--- src/hfl_pkg.sv ---
package hfl_pkg;

    localparam int HFL_MAX_ENTRIES_DEFAULT = 256;
    localparam int HFL_INDEX_W = 8;
    localparam int HFL_INDEX_SPAN = 256;
    localparam int HFL_LIMIT_W = 9;
    localparam int HFL_APB_DATA_W = 32;
    localparam int HFL_APB_ADDR_W = 3;

    localparam logic [HFL_LIMIT_W-1:0] HFL_MAX_HANDLES_RESET = 9'd256;
    localparam logic [HFL_APB_ADDR_W-1:0] HFL_ADDR_MAX_HANDLES = 3'd0;

    typedef enum logic [1:0] {
        KIND_ALLOC = 2'd0,
        KIND_FREE  = 2'd1,
        KIND_CHECK = 2'd2
    } kind_t;

    typedef enum logic [1:0] {
        ST_OK      = 2'd0,
        ST_FULL    = 2'd1,
        ST_INVALID = 2'd2
    } status_t;

    typedef struct packed {
        status_t                status;
        logic [HFL_INDEX_W-1:0] handle_index;
        logic                   valid_res;
    } res_t;

endpackage

--- src/hfl_if.sv ---
interface hfl_req_if
    import hfl_pkg::*;
();
    logic                   valid;
    logic                   ready;
    logic [1:0]             kind;
    logic [HFL_INDEX_W-1:0] index;

    modport source (output valid, output kind, output index, input ready);
    modport sink (input valid, input kind, input index, output ready);
endinterface

interface hfl_res_if
    import hfl_pkg::*;
();
    logic                   valid;
    logic                   ready;
    logic [1:0]             status;
    logic [HFL_INDEX_W-1:0] handle_index;
    logic                   valid_res;

    modport source (output valid, output status, output handle_index, output valid_res,
                    input ready);
    modport sink (input valid, input status, input handle_index, input valid_res,
                  output ready);
endinterface

--- src/hfl_link_ram.sv ---
module hfl_link_ram #(
    parameter int DEPTH  = 256,
    parameter int ADDR_W = 8,
    parameter int DATA_W = 9
) (
    input  logic              clk,
    input  logic              we,
    input  logic [ADDR_W-1:0] waddr,
    input  logic [DATA_W-1:0] wdata,
    input  logic [ADDR_W-1:0] raddr,
    output logic [DATA_W-1:0] rdata
);

    logic [DATA_W-1:0] mem [DEPTH];
    logic [DATA_W-1:0] rdata_reg;

    always_ff @(posedge clk)
    begin
        if (we)
        begin
            mem[waddr] <= wdata;
        end
    end

    always_ff @(posedge clk)
    begin
        rdata_reg <= mem[raddr];
    end

    assign rdata = rdata_reg;

endmodule

--- src/hfl_out_stage.sv ---
module hfl_out_stage
    import hfl_pkg::*;
(
    input  logic      clk,
    input  logic      rst_n,
    input  logic      load,
    input  res_t      data,
    output logic      can_load,
    hfl_res_if.source res
);

    logic valid_reg;
    logic valid_next;
    res_t data_reg;

    assign can_load = !valid_reg || res.ready;

    always_comb
    begin
        valid_next = valid_reg;
        if (load)
        begin
            valid_next = 1'b1;
        end
        else if (res.ready)
        begin
            valid_next = 1'b0;
        end
    end

    always_ff @(posedge clk or negedge rst_n)
    begin
        if (!rst_n)
        begin
            valid_reg <= 1'b0;
        end
        else
        begin
            valid_reg <= valid_next;
        end
    end

    always_ff @(posedge clk)
    begin
        if (load)
        begin
            data_reg <= data;
        end
    end

    assign res.valid        = valid_reg;
    assign res.status       = data_reg.status;
    assign res.handle_index = data_reg.handle_index;
    assign res.valid_res    = data_reg.valid_res;

endmodule

--- src/handle_free_list_allocator_core.sv ---
// Handle allocator with a LIFO free list of released indices.
// Requests arrive on the req channel (kind, index) and each one yields exactly
// one item on the res channel (status, handle_index, valid_res), in order.
// An allocate pops the most recently freed index, or else hands out the next
// never-used index below the max_handles limit, or reports the table full.
// A free returns an allocated index to the list; a check reports whether an
// index is in range and allocated.
// The result item is registered at the edge that accepts the request.
// Throughput is one item per cycle, except that after an allocate served
// from the free list no request is taken in the next cycle, while the
// link RAM delivers the link of the new head.
// If the receiver stalls, one result item is held in the output register and
// the next request is taken only once that register can be refilled.
// Reset empties the free list, clears all allocated marks, restarts fresh
// allocation at index 0 and sets max_handles to 256. Link RAM contents need
// no clearing. max_handles is written over the APB port at address 0; the user
// must write it only while the block is idle, as the block does not enforce it.
module handle_free_list_allocator_core
    import hfl_pkg::*;
#(
    parameter int MAX_ENTRIES = HFL_MAX_ENTRIES_DEFAULT
) (
    input  logic                      clk,
    input  logic                      rst_n,
    input  logic                      psel,
    input  logic                      penable,
    input  logic                      pwrite,
    input  logic [HFL_APB_ADDR_W-1:0] paddr,
    input  logic [HFL_APB_DATA_W-1:0] pwdata,
    output logic [HFL_APB_DATA_W-1:0] prdata,
    output logic                      pready,
    hfl_req_if.sink                   req,
    hfl_res_if.source                 res
);

    localparam int DEPTH  = (MAX_ENTRIES < HFL_INDEX_SPAN) ? MAX_ENTRIES : HFL_INDEX_SPAN;
    localparam int IDX_W  = $clog2(DEPTH);
    localparam int CNT_W  = $clog2(DEPTH + 1);
    localparam int LINK_W = IDX_W + 1;

    logic [HFL_LIMIT_W-1:0] max_handles_reg;
    logic                   head_empty_reg;
    logic                   head_empty_next;
    logic [IDX_W-1:0]       head_idx_reg;
    logic [IDX_W-1:0]       head_idx_next;
    logic [LINK_W-1:0]      head_link_reg;
    logic [LINK_W-1:0]      head_link_next;
    logic                   link_pending_reg;
    logic                   link_pending_next;
    logic [CNT_W-1:0]       fresh_count_reg;
    logic [CNT_W-1:0]       fresh_count_next;
    logic [DEPTH-1:0]       mark_reg;
    logic [DEPTH-1:0]       mark_next;

    logic [HFL_LIMIT_W-1:0] lim;
    logic                   in_range;
    logic [IDX_W-1:0]       idx_n;
    logic                   mark_hit;
    logic                   accept;
    logic                   out_can_load;
    logic                   ram_we;
    logic [LINK_W-1:0]      ram_rdata;
    logic                   cfg_write;
    res_t                   result;

    assign pready    = 1'b1;
    assign cfg_write = psel && penable && pwrite && (paddr == HFL_ADDR_MAX_HANDLES);
    assign prdata    = (paddr == HFL_ADDR_MAX_HANDLES) ?
                       HFL_APB_DATA_W'(max_handles_reg) : '0;

    always_ff @(posedge clk or negedge rst_n)
    begin
        if (!rst_n)
        begin
            max_handles_reg <= HFL_MAX_HANDLES_RESET;
        end
        else if (cfg_write)
        begin
            max_handles_reg <= pwdata[HFL_LIMIT_W-1:0];
        end
    end

    assign lim      = (max_handles_reg > HFL_LIMIT_W'(DEPTH)) ?
                      HFL_LIMIT_W'(DEPTH) : max_handles_reg;
    assign in_range = HFL_LIMIT_W'(req.index) < lim;
    assign idx_n    = req.index[IDX_W-1:0];
    assign mark_hit = in_range && mark_reg[idx_n];

    assign req.ready = !link_pending_reg && out_can_load;
    assign accept    = req.valid && req.ready;

    always_comb
    begin
        head_empty_next   = head_empty_reg;
        head_idx_next     = head_idx_reg;
        head_link_next    = link_pending_reg ? ram_rdata : head_link_reg;
        link_pending_next = 1'b0;
        fresh_count_next  = fresh_count_reg;
        mark_next         = mark_reg;
        ram_we            = 1'b0;
        result.status       = ST_INVALID;
        result.handle_index = '0;
        result.valid_res    = 1'b0;

        case (req.kind)
            KIND_ALLOC:
            begin
                if (!head_empty_reg)
                begin
                    result.status       = ST_OK;
                    result.handle_index = HFL_INDEX_W'(head_idx_reg);
                    if (accept)
                    begin
                        head_empty_next        = head_link_reg[IDX_W];
                        head_idx_next          = head_link_reg[IDX_W-1:0];
                        link_pending_next      = 1'b1;
                        mark_next[head_idx_reg] = 1'b1;
                    end
                end
                else if (HFL_LIMIT_W'(fresh_count_reg) < lim)
                begin
                    result.status       = ST_OK;
                    result.handle_index = HFL_INDEX_W'(fresh_count_reg);
                    if (accept)
                    begin
                        fresh_count_next = fresh_count_reg + CNT_W'(1);
                        mark_next[fresh_count_reg[IDX_W-1:0]] = 1'b1;
                    end
                end
                else
                begin
                    result.status = ST_FULL;
                end
            end
            KIND_FREE:
            begin
                if (mark_hit)
                begin
                    result.status = ST_OK;
                    if (accept)
                    begin
                        mark_next[idx_n] = 1'b0;
                        ram_we           = 1'b1;
                        head_link_next   = {head_empty_reg, head_idx_reg};
                        head_empty_next  = 1'b0;
                        head_idx_next    = idx_n;
                    end
                end
            end
            KIND_CHECK:
            begin
                if (mark_hit)
                begin
                    result.status       = ST_OK;
                    result.handle_index = req.index;
                    result.valid_res    = 1'b1;
                end
            end
            default:
            begin
                result.status = ST_INVALID;
            end
        endcase
    end

    always_ff @(posedge clk or negedge rst_n)
    begin
        if (!rst_n)
        begin
            head_empty_reg   <= 1'b1;
            head_idx_reg     <= '0;
            head_link_reg    <= '0;
            link_pending_reg <= 1'b0;
            fresh_count_reg  <= '0;
            mark_reg         <= '0;
        end
        else
        begin
            head_empty_reg   <= head_empty_next;
            head_idx_reg     <= head_idx_next;
            head_link_reg    <= head_link_next;
            link_pending_reg <= link_pending_next;
            fresh_count_reg  <= fresh_count_next;
            mark_reg         <= mark_next;
        end
    end

    hfl_link_ram #(
        .DEPTH  (DEPTH),
        .ADDR_W (IDX_W),
        .DATA_W (LINK_W)
    ) u_link_ram (
        .clk   (clk),
        .we    (ram_we),
        .waddr (idx_n),
        .wdata ({head_empty_reg, head_idx_reg}),
        .raddr (head_link_reg[IDX_W-1:0]),
        .rdata (ram_rdata)
    );

    hfl_out_stage u_out_stage (
        .clk      (clk),
        .rst_n    (rst_n),
        .load     (accept),
        .data     (result),
        .can_load (out_can_load),
        .res      (res)
    );

`ifndef SYNTHESIS
    a_pop_blocks_next: assert property (@(posedge clk) disable iff (!rst_n)
        (accept && req.kind == KIND_ALLOC && !head_empty_reg) |=> !req.ready)
        else $error("Request taken while the head link was still being fetched.");

    a_head_not_marked: assert property (@(posedge clk) disable iff (!rst_n)
        !head_empty_reg |-> !mark_reg[head_idx_reg])
        else $error("Free list head is marked allocated.");

    a_fresh_bounded: assert property (@(posedge clk) disable iff (!rst_n)
        fresh_count_reg <= CNT_W'(DEPTH))
        else $error("Fresh allocation count ran past the table depth.");

    a_accept_loads_result: assert property (@(posedge clk) disable iff (!rst_n)
        accept |=> res.valid)
        else $error("Accepted request produced no result item.");
`endif

endmodule

--- src/flat_wrapper.sv ---
// flat-port wrapper written by rule: the top's interface ports become plain ports
module handle_free_list_allocator_core_flat import hfl_pkg::*;
#(
    parameter int MAX_ENTRIES = HFL_MAX_ENTRIES_DEFAULT
)
  (clk, rst_n, psel, penable, pwrite, paddr, pwdata, prdata, pready, req_valid, req_kind, req_index, req_ready, res_valid, res_status, res_handle_index, res_valid_res, res_ready);
  hfl_req_if req_i ();
  hfl_res_if res_i ();
  input  logic clk;
  input  logic rst_n;
  input  logic psel;
  input  logic penable;
  input  logic pwrite;
  input  logic [HFL_APB_ADDR_W-1:0] paddr;
  input  logic [HFL_APB_DATA_W-1:0] pwdata;
  output logic [HFL_APB_DATA_W-1:0] prdata;
  output logic pready;
  input wire logic [$bits(req_i.valid)-1:0] req_valid;
  input wire logic [$bits(req_i.kind)-1:0] req_kind;
  input wire logic [$bits(req_i.index)-1:0] req_index;
  output wire logic [$bits(req_i.ready)-1:0] req_ready;
  output wire logic [$bits(res_i.valid)-1:0] res_valid;
  output wire logic [$bits(res_i.status)-1:0] res_status;
  output wire logic [$bits(res_i.handle_index)-1:0] res_handle_index;
  output wire logic [$bits(res_i.valid_res)-1:0] res_valid_res;
  input wire logic [$bits(res_i.ready)-1:0] res_ready;
  assign req_i.valid = req_valid;
  assign req_i.kind = req_kind;
  assign req_i.index = req_index;
  assign req_ready = req_i.ready;
  assign res_valid = res_i.valid;
  assign res_status = res_i.status;
  assign res_handle_index = res_i.handle_index;
  assign res_valid_res = res_i.valid_res;
  assign res_i.ready = res_ready;
  handle_free_list_allocator_core #(.MAX_ENTRIES(MAX_ENTRIES)) u_core (.clk(clk), .rst_n(rst_n), .psel(psel), .penable(penable), .pwrite(pwrite), .paddr(paddr), .pwdata(pwdata), .prdata(prdata), .pready(pready), .req(req_i), .res(res_i));
endmodule
--- config.mk ---
export PLATFORM = sky130hd
export DESIGN_NAME = handle_free_list_allocator_core_flat
export DESIGN_NICKNAME = d
export VERILOG_FILES = /design/src/hfl_pkg.sv /design/src/hfl_if.sv /design/src/hfl_link_ram.sv /design/src/hfl_out_stage.sv /design/src/handle_free_list_allocator_core.sv /design/src/flat_wrapper.sv
export SDC_FILE = /design/constraint.sdc
export NUM_CORES = 2
export LEC_CHECK = 0
export BUFFER_PORTS_ARGS = -buffer_cell sky130_fd_sc_hd__buf_2
export CELL_PAD_IN_SITES_DETAIL_PLACEMENT = 1
export CELL_PAD_IN_SITES_GLOBAL_PLACEMENT = 1
export CORE_MARGIN = 5
export CORE_UTILIZATION = 45
export DETAILED_ROUTE_END_ITERATION = 8
export PLACE_DENSITY_LB_ADDON = 0.2
export SETUP_SLACK_MARGIN = 0.1
export SLEW_MARGIN = 20
export SYNTH_ARGS = -nofsm -noshare
export SYNTH_HDL_FRONTEND = slang
export SYNTH_SLANG_ARGS = --single-unit
--- constraint.sdc ---
create_clock -name clk -period 4.5 [get_ports clk]
set_input_delay 0.45 -clock clk [delete_from_list [all_inputs] [get_ports clk]]
set_output_delay 0.45 -clock clk [all_outputs]
set_load 0.1 [all_outputs]
==> impl_metrics.ini <==
[cells_and_area]
n_fill_cell = 21400
drive_gt1_share_pct = 27.7
final_cell_mix = edfxtp_1, mux4_2, nand2_1
fin_cells = 9581
final_nets = 6279
final_common_cell = edfxtp_1
regArea_sq_um = 77100
area_delta_synth_final_pct = 15.6
largest_reg_flops = 2304
multi_input_area_sq_um = 28000

[yosys]
ys_ff_latch = 2618
synth_top_family_by_area = multiplexers
synth_area_leader_cell = edfxtp_1
yosys.area_share.xor_xnor_pct = 0.0653
yosys.area_share.simple_pct = 4.09
synth_warnings = 0
synthTopCellsByArea = edfxtp_1, mux4_2, dfrtp_1
avgSynthCellArea_sq_um = 18.4
synth_edf_count = 2315
yosysSeqAreaShare_pct = 71.8
synth_adder_area_share_pct = 0.231
syn_area_sq_um = 107000
synth_cell_type_count = 66
synth_top_flop_cell = edfxtp_1
synthArstFlopShare_pct = 11.2
muxShareOfSynthArea_pct = 17.6
synthCells = 5825
synth_compound_area_share_pct = 3.74
synth.top_cell.area_share_pct = 64.8

[cts]
cts_tree = done
clock_path_buffers = 4
h-tree-depth = 5
clk_latency_ns = 0.95
root_buffer = clkbuf_16
cts_buffers = 295
clk_pin_slew_ns = 0.06
cts_sinks = 2618
postCtsSetupRepairBufs = 0

[setup_path]
max_stage_delay_ns = 0.79
slowest_stage = nor2_1
crit_path_end_kind = flop
path_class = reg2reg
ff2ff_path_depth = 12
path_max_fanout = 37
crit_required_ns = 5.03
path_cells = clkinv_1, nand2_1, ha_1, a21o_1, a21o_1, a21oi_1, o21ai_0, a21oi_1, o211ai_4, buf_12, buf_4, nor2_1
cp-start-kind = flop
arrival_ns = 4.73

[die]
fp-row-count = 179
io_pins = 98
core_sq_um = 238000
start_util_pct = 45.2
dieWidth_microns = 498
fp.dieH_microns = 498
die_area_sq_um = 248000

[timing]
maxSlewHeadroom_pct = 21.3
maxClockFrequency_ghz = 0.238
finalSetupViolations = 0
slew_violations = 0
finalSetupTns_ns = 0
rsz0062_at_grt = no
hold_viol_final = 0
worstMarginPinSlew_ns = 1.18
fin_crit_sh_pct = 93.4
min_period_ns = 4.20
worst_clock_skew_ns = 0.0900
whs_ns = 0.0281

[route]
wl_per_cell_microns = 33.6
vias = 60000
drt_iter0_markers = 7341
avgViaCountPerCell = 6.26
routed_wl_mm = 321
drc = 0
first_pass_iters = 6
ant_nets = 0

[place]
io_buffers = 50
placed_cells = 9064
routabilityCongestion = 0.908
post-dp-hpwl_mm = 203

[pwr]
pwr_density_cell_nw_per_um2 = 615
cellLeakagePower_nw = 40.8
ir_drop_v = 0.000451

[flow_run]
cap_violations = 0

[global_routing]
antenna_found_initial = 18
grt_max_degree = 220
overflow = 0
grt_pass1_vias = 61600
grt_use_total_pct = 25.7
grt_pass1_wl_mm = 462

[worst_hold_path]
hp-class = in2async

[outcome]
status = complete, no violations
-- per-stage QoR --
stage          worst slack (ns)  util [%]  area (sq um)  power [W]
5_1_grt                   0.117      52.2        124000     0.0788
2_1_floorplan             0.259         -        107000     0.0446
3_3_place_gp            -0.0477      48.4        115000     0.0538
3_5_place_dp            -0.0600      48.4        115000     0.0543
4_1_cts                   0.237      52.2        124000     0.0769
6_report                  0.297      52.2        124000     0.0763
-- metal layers --
layer  vias to the layer above  GRT usage [%]  part of all wire [%]
met5                         -              0                0.0044
met4                         2           8.71                   3.6
met3                       573           5.05                   7.8
met2                      2715           39.5                    47
met1                     32500           37.1                    42
li1                      24200              -                     -
-- power by group --
part / switching [W] / internal [W] / total (W)
sequential: 0.00158 / 0.0300 / 0.0316
clock: 0.00942 / 0.0131 / 0.0226
combinational: 0.0132 / 0.00889 / 0.0221
-- Yosys cell counts (all sizes together), types with 3 or more instances --
library cell / count
edfxtp: 2315
mux4: 796
nand2: 438
dfrtp: 292
clkbuf: 290
nor2: 248
o22ai: 248
nand3: 196
o21ai: 187
inv: 173
buf: 163
mux2i: 79
o31ai: 63
nor3: 61
a22oi: 38
o41ai: 22
a21oi: 21
nor2b: 20
ha: 19
mux2: 18
and2: 14
or3: 14
nand2b: 12
a22o: 11
a21o: 9
dfxtp: 9
o211ai: 8
xnor2: 8
o2bb2ai: 7
nand4: 5
and3: 4
or2: 4
a31oi: 3
-- path summary, 6_finish.rpt --
check	start	to	slack, ns
min	rst_n	u_core.max_handles_reg[6]	0.03
min in group clk	req_kind[1]	u_core.u_out_stage.res.handle_index[7]	0.09
max reg2reg	u_core.max_handles_reg[8]	u_core.u_link_ram.mem[125][6]	0.30
max	u_core.max_handles_reg[8]	u_core.u_link_ram.mem[125][6]	0.30
min reg2reg	u_core.fresh_count_reg[8]	u_core.fresh_count_reg[8]	0.48
max in group asynchronous	rst_n	u_core.head_idx_reg[1]	3.11
-- final cells by class --
class                   count  share of cell area [%]
clock buffers             366                    6.26
clock inverters           129                   0.878
repair buffers            517                    4.42
multi-input cells        2602                    22.5
inverters                 174                   0.527
diodes                      8                  0.0161
well taps                3167                    3.19
flip-flops and latches   2618                    62.2
-- critical path: cells and delay by family, from the launching register on --
family	cells	cell delay, ns
compound gates	6	1.31
simple gates	2	1.03
buf+inv	3	0.56
flops	1	0.53
fa+ha+maj	1	0.28
-- cells by family (layout without fill, tap and decap cells) --
logic type,Yosys count,count (layout)
flops,2618,2618
other cells,2,32
fa+ha+maj,20,20
xor+xnor,8,8
mux,893,893
compound gates,633,633
buf+inv,627,1186
simple gates,1024,1024
-- repair_timing --
action / CTS / global route
hold endpoints to repair: 67 / 0
resized for setup: 0 / 1
hold buffers: 12 / 0
setup endpoints to repair: 0 / 1
Power figures use the tool's default switching activity.
